## config.mk

```make
export PLATFORM = sky130hd
export DESIGN_NAME = frwa_regs
export DESIGN_NICKNAME = d
export VERILOG_FILES = /design/src/hdl/frwa_pkg.sv /design/src/hdl/frwa_regs.sv
export SDC_FILE = /design/constraint.sdc
export NUM_CORES = 1
export LEC_CHECK = 0
export BUFFER_PORTS_ARGS = -buffer_cell sky130_fd_sc_hd__buf_4
export CAP_MARGIN = 20
export CELL_PAD_IN_SITES_DETAIL_PLACEMENT = 1
export CELL_PAD_IN_SITES_GLOBAL_PLACEMENT = 1
export CORE_ASPECT_RATIO = 1.4
export CORE_UTILIZATION = 39
export CTS_BUF_LIST = sky130_fd_sc_hd__clkbuf_16
export CTS_CLUSTER_SIZE = 16
export DETAILED_ROUTE_END_ITERATION = 16
export GPL_TIMING_DRIVEN = 0
export PLACE_DENSITY_LB_ADDON = 0.05
export SLEW_MARGIN = 20
export SYNTH_ARGS = -nofsm -noshare
export SYNTH_HDL_FRONTEND = slang
export SYNTH_SLANG_ARGS = --single-unit
```

## constraint.sdc

```tcl
create_clock -name clk_i -period 3.4 [get_ports clk_i]
set_input_delay 0.17 -clock clk_i [delete_from_list [all_inputs] [get_ports clk_i]]
set_output_delay 0.17 -clock clk_i [all_outputs]
set_load 0.01 [all_outputs]
```

## src/hdl/frwa_pkg.sv

```systemverilog
// ----------------------------------------------------------------------------
// frwa_pkg
// Shared types, widths and constants of the fuel rate window adjuster.
// ----------------------------------------------------------------------------
package frwa_pkg;

  // Ring depth and derived widths
  localparam int unsigned WINDOW_DEPTH = 64;
  localparam int unsigned SLOT_W       = (WINDOW_DEPTH > 1) ? $clog2(WINDOW_DEPTH) : 1;
  localparam int unsigned WIN_W        = $clog2(WINDOW_DEPTH + 1);

  // Field widths
  localparam int unsigned CFG_WIN_W = 7;
  localparam int unsigned MAX_W     = 40;
  localparam int unsigned RATE_W    = 32;
  localparam int unsigned HEIGHT_W  = 31;
  localparam int unsigned STEP_W    = 39;

  // Window sum and shared divider widths
  localparam int unsigned SUM_W = STEP_W + $clog2(WINDOW_DEPTH);
  localparam int unsigned DVD_W = SUM_W;
  localparam int unsigned DSR_W = RATE_W;
  localparam int unsigned CMP_W = ((SUM_W > MAX_W) ? SUM_W : MAX_W) + 5;
  localparam int unsigned EXT_W = (WIN_W > CFG_WIN_W) ? WIN_W : CFG_WIN_W;

  // Rate / 10 as (rate * RECIP10) >> RECIP10_SH, exact for any 32-bit rate
  localparam logic [RATE_W-1:0] RECIP10    = 32'hCCCC_CCCD;
  localparam int unsigned       RECIP10_SH = 35;

  // APB port
  localparam int unsigned APB_AW = 5;
  localparam int unsigned APB_DW = 64;

  // Register reset values
  localparam logic [CFG_WIN_W-1:0] WINDOW_RST   = CFG_WIN_W'(50);
  localparam logic [MAX_W-1:0]     MAX_STEP_RST = MAX_W'(12000000);
  localparam logic [RATE_W-1:0]    INIT_RST     = RATE_W'(100);
  localparam logic [RATE_W-1:0]    MIN_RST      = RATE_W'(1);

  typedef enum logic [1:0] {
    REG_WINDOW    = 2'd0,
    REG_MAX_STEP  = 2'd1,
    REG_INIT_RATE = 2'd2,
    REG_MIN_RATE  = 2'd3
  } reg_idx_e;

  typedef enum logic [1:0] {
    ACT_INITIAL = 2'd0,
    ACT_LOWERED = 2'd1,
    ACT_RAISED  = 2'd2,
    ACT_KEPT    = 2'd3
  } action_e;

  typedef struct packed {
    logic [HEIGHT_W-1:0] block_height;
    logic [RATE_W-1:0]   block_fuel;
    logic [RATE_W-1:0]   block_rate;
  } in_req_t;

  typedef struct packed {
    logic [RATE_W-1:0] next_rate;
    action_e           rate_action;
    logic              hit_minimum;
  } out_rsp_t;

  typedef struct packed {
    logic [CFG_WIN_W-1:0] window_blocks;
    logic [MAX_W-1:0]     max_run_step;
    logic [RATE_W-1:0]    initial_rate;
    logic [RATE_W-1:0]    minimum_rate;
  } cfg_t;

  typedef struct packed {
    logic             start;
    logic [DVD_W-1:0] dividend;
    logic [DSR_W-1:0] divisor;
  } div_req_t;

  typedef struct packed {
    logic             done;
    logic [DVD_W-1:0] quot;
  } div_rsp_t;

  // Window register clamped to 1..WINDOW_DEPTH
  function automatic logic [WIN_W-1:0] eff_window(input logic [CFG_WIN_W-1:0] w);
    logic [EXT_W-1:0] wx;
    wx = EXT_W'(w);
    if (wx == '0) begin
      wx = EXT_W'(1);
    end else if (wx > EXT_W'(WINDOW_DEPTH)) begin
      wx = EXT_W'(WINDOW_DEPTH);
    end
    return WIN_W'(wx);
  endfunction

  // q * 100 as shifts and adds (64 + 32 + 4)
  function automatic logic [STEP_W-1:0] times100(input logic [RATE_W-1:0] q);
    return STEP_W'({q, 6'b0}) + STEP_W'({q, 5'b0}) + STEP_W'({q, 2'b0});
  endfunction

endpackage

```

## src/hdl/frwa_regs.sv

```systemverilog
// ----------------------------------------------------------------------------
// frwa_regs
// APB configuration registers: window, step limit, initial and minimum rate.
// ----------------------------------------------------------------------------
module frwa_regs (
  input  logic                          clk_i,
  input  logic                          rst_ni,
  input  logic                          psel,
  input  logic                          penable,
  input  logic                          pwrite,
  input  logic [frwa_pkg::APB_AW-1:0]   paddr,
  input  logic [frwa_pkg::APB_DW-1:0]   pwdata,
  output logic [frwa_pkg::APB_DW-1:0]   prdata,
  output logic                          pready,
  output frwa_pkg::cfg_t                cfg_o
);
  import frwa_pkg::*;

  cfg_t     cfg_q, cfg_d;
  reg_idx_e idx;
  logic     wr_en;

  // Registers sit at 8-byte spacing
  assign idx    = reg_idx_e'(paddr[APB_AW-1:3]);
  assign wr_en  = psel & penable & pwrite;
  assign pready = 1'b1;

  // Write decode
  always_comb begin
    cfg_d = cfg_q;
    if (wr_en) begin
      unique case (idx)
        REG_WINDOW:    cfg_d.window_blocks = pwdata[CFG_WIN_W-1:0];
        REG_MAX_STEP:  cfg_d.max_run_step  = pwdata[MAX_W-1:0];
        REG_INIT_RATE: cfg_d.initial_rate  = pwdata[RATE_W-1:0];
        REG_MIN_RATE:  cfg_d.minimum_rate  = pwdata[RATE_W-1:0];
        default:       cfg_d = cfg_q;
      endcase
    end
  end

  // Read mux
  always_comb begin
    unique case (idx)
      REG_WINDOW:    prdata = APB_DW'(cfg_q.window_blocks);
      REG_MAX_STEP:  prdata = APB_DW'(cfg_q.max_run_step);
      REG_INIT_RATE: prdata = APB_DW'(cfg_q.initial_rate);
      REG_MIN_RATE:  prdata = APB_DW'(cfg_q.minimum_rate);
      default:       prdata = '0;
    endcase
  end

  always_ff @(posedge clk_i or negedge rst_ni) begin
    if (!rst_ni) begin
      cfg_q.window_blocks <= WINDOW_RST;
      cfg_q.max_run_step  <= MAX_STEP_RST;
      cfg_q.initial_rate  <= INIT_RST;
      cfg_q.minimum_rate  <= MIN_RST;
    end else begin
      cfg_q <= cfg_d;
    end
  end

  assign cfg_o = cfg_q;

endmodule

```

; Yosys cells after proc, flatten, opt, wreduce, memory -nomap -nowiden
; Cells that the tools add are included.
[totals]
mem_count = 0
latch_bits = 0
reg_bits = 111
out_inout_bits = 176
wordCells = 15
romBits = 0
inputBits = 74
mem_bits_rw = 0
[op_classes]
mul = 0
n_shift = 0
mux = 1
n_eq_ne = 3
reduce_logical = 5
n_addsub = 0
order_cmp = 0
div_mod_pow = 0
n_bitwise = 2
[ops]
columns = op, n
row1 = $pmux 64 s4, 1
row2 = $reduce_and 2->1, 4
row3 = $eq 2x2->1 const B, 2
row4 = $and 1x1->1, 2
row5 = $eq 2x1->1 const B, 1
row6 = $logic_not 2->1, 1

; Depth between registers and ports, before layout
; Gate-level depths: netlist of run 1.
[depth]
word_depth = 3
depth_mapped = 7
mapped_depth_nobuf = 3

; Least setup slack after synthesis of run 1
; No wires, ideal clock.
[synth_path]
path_kind = input to output
startpoint = input port paddr[3] (netlist bit)
endpoint = output port prdata[10] (netlist bit)
arrival_ps = 1188
slack_ps = 2042
n_path_buf = 2
stages = 4
t_required_ps = 3230
cell_sequence = buf_6 > clkbuf_1 > mux2_2 > a22o_1
[synth_between]
elab_chain_cells = 2
elab_cells_between_ends = 5
classes_between = eq/ne: 3 / mux: 1 / reduce/logical: 1
[synth_rtl]
columns = element, line
row1 = start: declaration, frwa_regs.sv:11  ; input logic [frwa_pkg::APB_AW-1:0] paddr,
row2 = "$eq 2x2->1, or another cell as far along", frwa_regs.sv:44  ; unique case (idx)
row3 = $pmux 64 s4 (*), frwa_regs.sv:44
row4 = end: declaration, frwa_regs.sv:13  ; output logic [frwa_pkg::APB_DW-1:0] prdata,
; Every way passes the cells marked *; elsewhere a longest branch is shown, timed or not. The select of a mux whose other input is x is not followed.

; Worst setup path after layout of run 1
[layout_path]
startpoint = input port paddr[4] (netlist bit)
endpoint = output port prdata[9] (netlist bit)
; The elaborated chain is that of the path after synthesis.

==> flow_metrics.py, run 1 <==
metrics = {
    "die": {
        "start_util_pct": 39.9,
        "dieWidth_um": 101,
        "fp.dieH_um": 140,
        "num_rows": 50,
        "die-area_um2": 14100,
        "core_um2": 13300,
        "io_pins": 250,
    },
    "grt": {
        "grt_max_degree": 112,
        "track_usage_pct": 21.8,
        "overflow": 0,
        "antenna_found_initial": 0,
        "first_global_vias": 3894,
        "grt_pass1_wl_mm": 23.0,
    },
    "clock_network": {
        "clkLatencyLatePin_ps": 340,
        "cts_resized": 0,
        "hold_buffers": 0,
        "cts_buffers": 9,
        "cts_root_buf": "clkbuf_16",
        "cts_setup_buffers": 0,
        "tritoncts": "yes",
        "clk_pin_slew_ps": 70,
        "cts_sinks": 111,
        "htreeDepth": 3,
        "cts.path.max_buffers": 2,
    },
    "critical_path": {
        "crit_type": "in2out",
        "crit_fanout": 10,
        "arrival_ps": 1610,
        "worst_setup_path_start_kind": "primary input",
        "reg2regPathDepth": 1,
        "end_kind": "output port",
        "cp_cell_sequence": "buf_2 -> nor2b_4 -> buf_6 -> clkbuf_1 -> a22o_1 -> buf_4",
        "path_buf_inv": 4,
        "required_ps": 3230,
        "slowest_delay_ps": 600,
        "crit_family": "buffers and inverters",
        "cp.depth": 6,
        "crit_slowest_cell": "clkbuf_1",
    },
    "power": {
        "p_sw_share_pct": 30.3,
        "seqPwrFrac_pct": 43.0,
        "combPwrFrac_pct": 35.2,
        "p_leak_uw": 0.00362,
        "total_power_uw": 4470,
        "p_int_uw": 3110,
        "ir_worst_vdd_v": 0.000271,
        "power_density_nw_per_um2": 607,
        "power_switching_uw": 1350,
        "pwr-share-clk_pct": 21.8,
    },
    "placed_design": {
        "port_buffers": 195,
        "dp.cells": 745,
        "gp_congestion": 0.723,
        "hpwl_mm": 10.7,
    },
    "logic_synthesis": {
        "syn_avg_cell_area_um2": 15.4,
        "synthCells": 345,
        "synth_edf_count": 0,
        "async_flop_share_pct": 100,
        "syn-cell-area_um2": 5310,
        "ys.flop_type": "dfrtp_1",
        "yosysWarnings": 0,
        "ys_seq_area_share_pct": 52.7,
        "ys_ff_latch": 111,
        "synth_cell_types": 19,
    },
    "route": {
        "routed_wl_mm": 14.9,
        "avgRoutedWirePerCell_um": 19.6,
        "via_count": 3681,
        "drt_iter0_drc": 69,
        "drc": 0,
        "vias_per_cell": 4.84,
        "firstDrtPassIters": 4,
        "final_antenna_net_count": 0,
    },
    "sta": {
        "fin_tns_setup_ps": 0,
        "whs_ps": -79.3,
        "fin_crit_ps": 1780,
        "rsz0062_at_grt": "false",
        "fin_crit_sh_pct": 52.2,
        "clock.fmax_mhz": 563,
        "hold_violations": 39,
        "setup_violations": 0,
        "maxSlewHeadroom_pct": 39.0,
        "final_max_slew_viol_count": 0,
        "finClkSkew_ps": 0,
        "tightestPinTransition_ps": 916,
    },
    "cells_and_area": {
        "largest_register_ffs": 111,
        "syn2layout_area_growth_pct": 38.5,
        "final_cells": 761,
        "final.fill_count": 1420,
        "final_common_cell": "buf_4",
        "insertedDiodeCount": 0,
        "drive_gt1_share_pct": 71.2,
        "fin_nets": 648,
        "final_cell_mix": "buf_4, mux2_2, dfrtp_1, mux2_4",
    },
    "status": {
        "status": "complete, but fails checks",
        "violations": "negative hold slack",
    },
    "flow_run": {
        "drv_cap": 0,
    },
    "hold_path": {
        "hp-class": "in2async",
    },
}
[power by group through the flow]
stage | Combinational, uW | Clock, uW | Sequential, uW
floorplan | 624 | 0 | 2030
global placement | 1550 | 0 | 1920
detailed placement | 1590 | 0 | 1940
CTS | 1590 | 1010 | 1920
global route | 1670 | 1060 | 1970
finish | 1570 | 975 | 1920
[final cells by class]
| cell class | count | area, um2 | area share, % |
|---|---|---|---|
| multi-input cells | 208 | 2250 | 30.6 |
| clock inverters | 7 | 38.8 | 0.527 |
| repair buffers | 195 | 1470 | 20.0 |
| plain buffers | 49 | 349 | 4.74 |
| clock buffers | 9 | 225 | 3.06 |
| well taps | 182 | 228 | 3.09 |
| flip-flops and latches | 111 | 2800 | 38.0 |
[synth_stat cells (2+ instances only)]
| master | n | share of area, % |
|---|---|---|
| and2_1 | 8 | 0.94 |
| clkbuf_1 | 8 | 0.57 |
| buf_4 | 28 | 4.0 |
| buf_2 | 6 | 0.57 |
| mux2_2 | 96 | 20 |
| dfrtp_1 | 94 | 44 |
| buf_6 | 7 | 1.5 |
| a22o_1 | 25 | 4.1 |
| mux4_2 | 7 | 3.0 |
| conb_1 | 2 | 0.14 |
| dfstp_2 | 17 | 8.4 |
| mux2_4 | 40 | 11 |
[per-stage QoR]
step           utilization [%]  area, um2  hold slack (ps)  setup slack [ps]
2_1_floorplan                -       5400             -126              2040
3_3_place_gp              53.2       7090              403              1590
6_report                  55.2       7360            -79.3              1620
3_5_place_dp              53.2       7100              386              1580
4_1_cts                   55.2       7360             10.0              1590
5_1_grt                   55.2       7360             11.6              1500
[per-layer routing]
layer,track usage [%],part of all wire (%),routed length [um],vias up
met5,0,0,0,-
met4,5.34,1.0,150,0
met3,5.14,6.0,902,10
met2,38.5,53,7960,118
met1,26.5,40,5900,1895
li1,-,-,-,1658
[worst paths after layout]
| path | start | to | slack [ps] |
|---|---|---|---|
| setup / recovery | paddr[4] | prdata[9] | 1620 |
| hold / removal | rst_ni | cfg_o[68] | -80 |
| setup reg to reg | cfg_o[54] | cfg_o[54] | 2590 |
| hold reg to reg | cfg_o[48] | cfg_o[48] | 540 |
| max in group asynchronous | rst_ni | cfg_o[19] | 2830 |
| min in group clk_i | pwdata[38] | cfg_o[102] | 50 |
[kinds of logic after synthesis]
group           Yosys count  synth area share, %
mux                     143                 34.6
flops                   111                 52.7
buf+inv                  49                 6.57
compound gates           25                 4.12
simple gates             15                 1.88
other cells               2                0.141
No activity file was read; power rests on OpenSTA's default activity.
==> inputs of run 2 (changes only) <==
CORE_UTILIZATION = 33   (was 39)
clock period = 1.4 ns   (was 3.4 ns; I/O delays follow)
==> flow_metrics.py, run 2 (same netlist as run 1, synthesis figures left out) <==
metrics = {
    "status": {
        "status": "complete, but fails checks",
        "violations": "negative setup slack",
    },
    "cells_and_area": {
        "final_common_cell": "buf_4",
        "fin_util_pct": 54.9,
        "insertedDiodeCount": 0,
        "fin_nets": 766,
        "largest_register_ffs": 111,
        "final_cell_mix": "buf_4, dfrtp_1, mux2_2, mux2_4, dlygate4sd3_1",
        "syn2layout_area_growth_pct": 61.8,
        "drive_gt1_share_pct": 71.0,
        "fin_area_um2": 8600,
    },
    "route": {
        "firstDrtPassIters": 4,
        "vias_per_cell": 4.62,
        "final_antenna_net_count": 0,
        "avgRoutedWirePerCell_um": 19.0,
        "via_count": 4124,
        "drc": 0,
        "routed_wl_mm": 17.0,
        "drt_iter0_drc": 81,
    },
    "grt": {
        "first_global_vias": 4389,
        "antenna_found_initial": 0,
        "overflow": 0,
        "grt_max_degree": 63,
        "track_usage_pct": 20.5,
        "grt_pass1_wl_mm": 25.5,
    },
    "flow_run": {
        "drv_cap": 0,
    },
    "die": {
        "start_util_pct": 33.9,
        "die-area_um2": 16600,
        "num_rows": 54,
        "dieWidth_um": 109,
        "io_pins": 250,
        "fp.dieH_um": 152,
        "core_um2": 15700,
    },
    "sta": {
        "whs_ps": 219,
        "maxSlewHeadroom_pct": 55.9,
        "hold_violations": 0,
        "fin_crit_ps": 1450,
        "final_max_slew_viol_count": 0,
        "setup_ws_ps": -45.8,
        "setup_violations": 14,
        "fin_crit_sh_pct": 103,
        "tightestPinTransition_ps": 661,
        "clock.fmax_mhz": 692,
        "finClkSkew_ps": 0,
        "rsz0062_at_grt": "true",
    },
    "clock_network": {
        "htreeDepth": 3,
        "cts_buffers": 9,
        "clk_pin_slew_ps": 80,
        "tritoncts": "yes",
        "cts_sinks": 111,
        "cts.path.max_buffers": 2,
        "cts_root_buf": "clkbuf_16",
        "clkLatencyLatePin_ps": 340,
    },
    "power": {
        "total_power_uw": 12100,
        "power_density_nw_per_um2": 1410,
        "ir_worst_vdd_v": 0.000680,
        "p_leak_uw": 0.00431,
    },
    "critical_path": {
        "reg2regPathDepth": 3,
        "slowest_delay_ps": 480,
        "arrival_ps": 1380,
        "crit_slowest_cell": "mux4_2",
        "crit_type": "reg2out",
        "timing.rr.end": "cfg_o[23]",
        "r2r_start": "cfg_o[23]",
        "required_ps": 1330,
        "cp_cell_sequence": "mux4_2 -> buf_6",
        "r2r_setup_slack_ps": 380,
        "path_buf_inv": 1,
        "end_kind": "output port",
        "worst_setup_path_start_kind": "register",
        "crit_family": "multiplexers",
        "crit_fanout": 2,
    },
    "hold_path": {
        "hp-class": "in2async",
    },
    "placed_design": {
        "gp_congestion": 0.725,
        "hpwl_mm": 11.1,
        "port_buffers": 195,
        "post-place-ws_ps": -277,
        "place_area_um2": 7140,
    },
}
## run 2: cell types whose count changed in the layout (fill, tap and decap cells not counted), moves of 2 or more
cell	delta
buf_4	+44
mux2_2	-20
clkinv_4	+2
buf_6	+33
mux2_4	+20
clkbuf_1	-5
dlygate4sd3_1	+41
clkbuf_2	+4
## run 2: metrics by stage
step | TNS [ps] | instances
5_1_grt | -1320 | 893
3_3_place_gp | -14050 | 759
4_1_cts | -500 | 873
3_5_place_dp | -15330 | 760
2_1_floorplan | 0 | 368
6_report | -315 | 893
## run 2: report_power, final
part           leakage, uW  switching [uW]  internal [uW]
registers          0.00133             526           4040
clock network     0.000133            1250           1210
logic              0.00285            1850           3210
total              0.00431            3620           8460
## run 2: worst reg2reg max path, delay by kind of cell (launching register included)
kind     cells  cell delay, ps
flops        1             400
buf+inv      2             260
mux          1             260
## run 2: area by class of cell
class,count,area (um2)
buffer,49,358
clock buffer,9,225
clock inverter,7,47.5
fill,1610,7080
multi-input combinational,208,2330
sequential,111,2800
tap,196,245
timing repair buffer,313,2600
## run 2: how the worst max path moves through the flow
stage	cells past startpoint	start	end
6_report	2	cfg_o[70]	prdata[6]
5_1_grt	2	cfg_o[1]	prdata[1]
4_1_cts	2	cfg_o[70]	prdata[6]
3_5_place_dp	5	paddr[3]	prdata[12]
3_3_place_gp	6	paddr[4]	prdata[12]
2_1_floorplan	7	paddr[4]	cfg_o[100]
## run 2: per-layer routing
layer	part of all wire, %	GRT usage (%)	vias to the layer above	routed length (um)
met4	1.9	6.48	0	324
met1	40	25.0	2078	6800
met2	52	35.5	136	8900
met3	5.5	4.49	20	941
li1	-	-	1890	-
met5	0	0	-	0
## run 2: repair_timing
action	in CTS	in global routing
resized for setup	47	12
setup buffers	56	20
hold buffers	41	0
endpoints found under the hold margin	151	0
endpoints found under the setup margin	32	32
==> inputs of run 3 (changes only) <==
ABC_AREA = 1   (was not set)
CORE_ASPECT_RATIO = not set   (was 1.4)
CORE_UTILIZATION = 29   (was 33)
SKIP_CTS_REPAIR_TIMING = 1   (was not set)
==> flow_metrics.py, run 3 <==
metrics = {
    "logic_synthesis": {
        "synthCells": 674,
        "synthMuxAreaShare_pct": 0,
        "async_flop_share_pct": 100,
        "synth_area_leaders": "dfrtp_1, nand2_1, dfstp_2",
        "ys_ff_latch": 111,
        "yosysWarnings": 0,
        "syn-cell-area_um2": 5300,
        "synth_cell_types": 20,
        "ys_seq_area_share_pct": 52.8,
        "synth.top_cell.area_share_pct": 44.4,
        "synth-compound-area-share_pct": 0,
        "synthMostInstantiatedCell": "nand2_1",
        "ys.flop_type": "dfrtp_1",
        "syn_avg_cell_area_um2": 7.86,
        "synth_xor_xnor_area_share_pct": 0,
        "synth_edf_count": 0,
        "synth_commonest_cells": "nand2_1, dfrtp_1, nand3_1, buf_4, dfstp_2",
        "synthAdderAreaFrac_pct": 0,
        "synth-simple-area-share_pct": 37.7,
        "synth_top_family_by_area": "simple AND/OR/NAND/NOR gates",
        "yosysTopAreaCell": "dfrtp_1",
    },
    "route": {
        "wl_met3_mm": 1.20,
        "routed_wl_mm": 19.7,
        "drt_iter0_drc": 204,
        "met1Wirelength_mm": 8.34,
        "firstDrtPassIters": 4,
        "final_antenna_net_count": 0,
        "top_layer": "met4",
        "vias_per_cell": 4.55,
        "avgRoutedWirePerCell_um": 16.7,
        "dr_wl_met2_mm": 9.85,
        "via_count": 5368,
        "drc": 0,
    },
    "critical_path": {
        "crit_fanout": 3,
        "cp_cell_sequence": "nand2_1 -> nand4_1 -> buf_4",
        "crit_type": "reg2out",
        "required_ps": 1330,
        "crit_slowest_cell": "dfstp_2",
        "arrival_ps": 1270,
        "reg2regPathDepth": 2,
        "slowest_delay_ps": 560,
        "worst_setup_path_start_kind": "register",
        "end_kind": "output port",
    },
    "sta": {
        "final_max_slew_viol_count": 0,
        "fin_crit_sh_pct": 95.7,
        "hold_violations": 0,
        "rsz0062_at_grt": "false",
        "clock.fmax_mhz": 746,
        "maxSlewHeadroom_pct": 60.6,
        "fin_tns_setup_ps": 0,
        "finClkSkew_ps": 0,
        "tightestPinTransition_ps": 589,
        "setup_violations": 0,
        "fin_crit_ps": 1340,
    },
    "flow_run": {
        "drv_cap": 0,
    },
    "clock_network": {
        "cts_buffers": 9,
        "cts_root_buf": "clkbuf_16",
        "cts_sinks": 111,
        "tritoncts": "yes",
        "clk_pin_slew_ps": 70,
        "htreeDepth": 3,
        "cts.path.max_buffers": 2,
        "clkLatencyLatePin_ps": 350,
    },
    "status": {
        "status": "complete, no violations",
    },
    "die": {
        "dieWidth_um": 137,
        "core_um2": 17900,
        "start_util_pct": 29.6,
        "die-area_um2": 18800,
        "io_pins": 250,
        "num_rows": 49,
        "fp.dieH_um": 137,
    },
    "grt": {
        "overflow": 0,
        "track_usage_pct": 21.0,
        "grt_max_degree": 60,
        "antenna_found_initial": 0,
        "first_global_vias": 5329,
        "grt_pass1_wl_mm": 29.3,
    },
    "cells_and_area": {
        "fin_nets": 1019,
        "final_cell_mix": "nand2_1, buf_4, dfrtp_1, nand3_1, dlygate4sd3_1",
        "drive_gt1_share_pct": 31.2,
        "final_cells": 1179,
        "final_common_cell": "nand2_1",
        "syn2layout_area_growth_pct": 47.9,
        "largest_register_ffs": 111,
        "insertedDiodeCount": 0,
        "fin_util_pct": 43.8,
    },
    "power": {
        "ir_worst_vdd_v": 0.000590,
        "power_density_nw_per_um2": 1290,
        "p_leak_uw": 0.00435,
    },
    "placed_design": {
        "gp_congestion": 0.820,
        "port_buffers": 195,
        "hpwl_mm": 14.1,
        "dp.cells": 1122,
    },
    "hold_path": {
        "hp-class": "in2reg",
        "holdPathStages": 5,
    },
}
==> run 3: cell types whose count changed after synthesis, moves of 9 or more <==
| cell | change |
|---|---|
| mux2_2 | -96 |
| inv_1 | +9 |
| a22o_1 | -25 |
| nand2_1 | +417 |
| nand3_1 | +45 |
| mux2_4 | -40 |
| buf_4 | +9 |
==> run 3: cell families after synthesis <==
kind of cell  Yosys count
other cells             2
flops                 111
buf+inv                69
simple gates          492
==> run 3: per-stage QoR <==
step                      power (uW)  cell area [um2]  hold WS [ps]  worst slack, ps
after CTS                      10100             7420          -321             51.1
after floorplan                 5750             5380          -226              519
after detailed placement        7690             7160          66.3              108
final                          10100             7840           123             60.1
after global placement          7560             7130           274            -41.5
after global routing           10700             7840           153             16.0
==> run 3: area by class of cell <==
| type | instances | area (um2) |
|---|---|---|
| Timing Repair Buffer | 237 | 1910 |
| Clock inverter | 7 | 35.0 |
| Sequential cell | 111 | 2800 |
| Clock buffer | 9 | 225 |
| Inverter | 14 | 65.1 |
| Tap cell | 229 | 287 |
| Fill cell | 2240 | 10100 |
| Multi-Input combinational cell | 517 | 2090 |
| Buffer | 55 | 430 |
==> run 3: layer usage <==
layer / vias up / track usage [%]
met5: - / 0
met4: 0 / 6.72
met3: 16 / 4.52
li1: 2551 / -
met1: 2648 / 25.7
met2: 153 / 36.4
==> run 3: where the power goes <==
part	internal [uW]	switching [uW]	total, uW
clock network	1190	1200	2390
registers	3940	594	4530
logic	1580	1570	3160
total	6710	3370	10100
==> run 3: worst max-delay path: cells and delay by family (launching register included) <==
family | cells | cell delay, ps
DFF | 1 | 560
and+or+nand+nor | 2 | 210
buffers and inverters | 1 | 150
==> run 3: final timing paths <==
| check | from | slack (ps) | end |
|---|---|---|---|
| max | cfg_o[108] | 60 | prdata[4] |
| min | paddr[4] | 120 | cfg_o[0] |
| max reg2reg | cfg_o[108] | 660 | cfg_o[108] |
| min reg2reg | cfg_o[37] | 480 | cfg_o[37] |
| max in group asynchronous | rst_ni | 430 | cfg_o[81] |
| min in group asynchronous | rst_ni | 230 | cfg_o[101] |
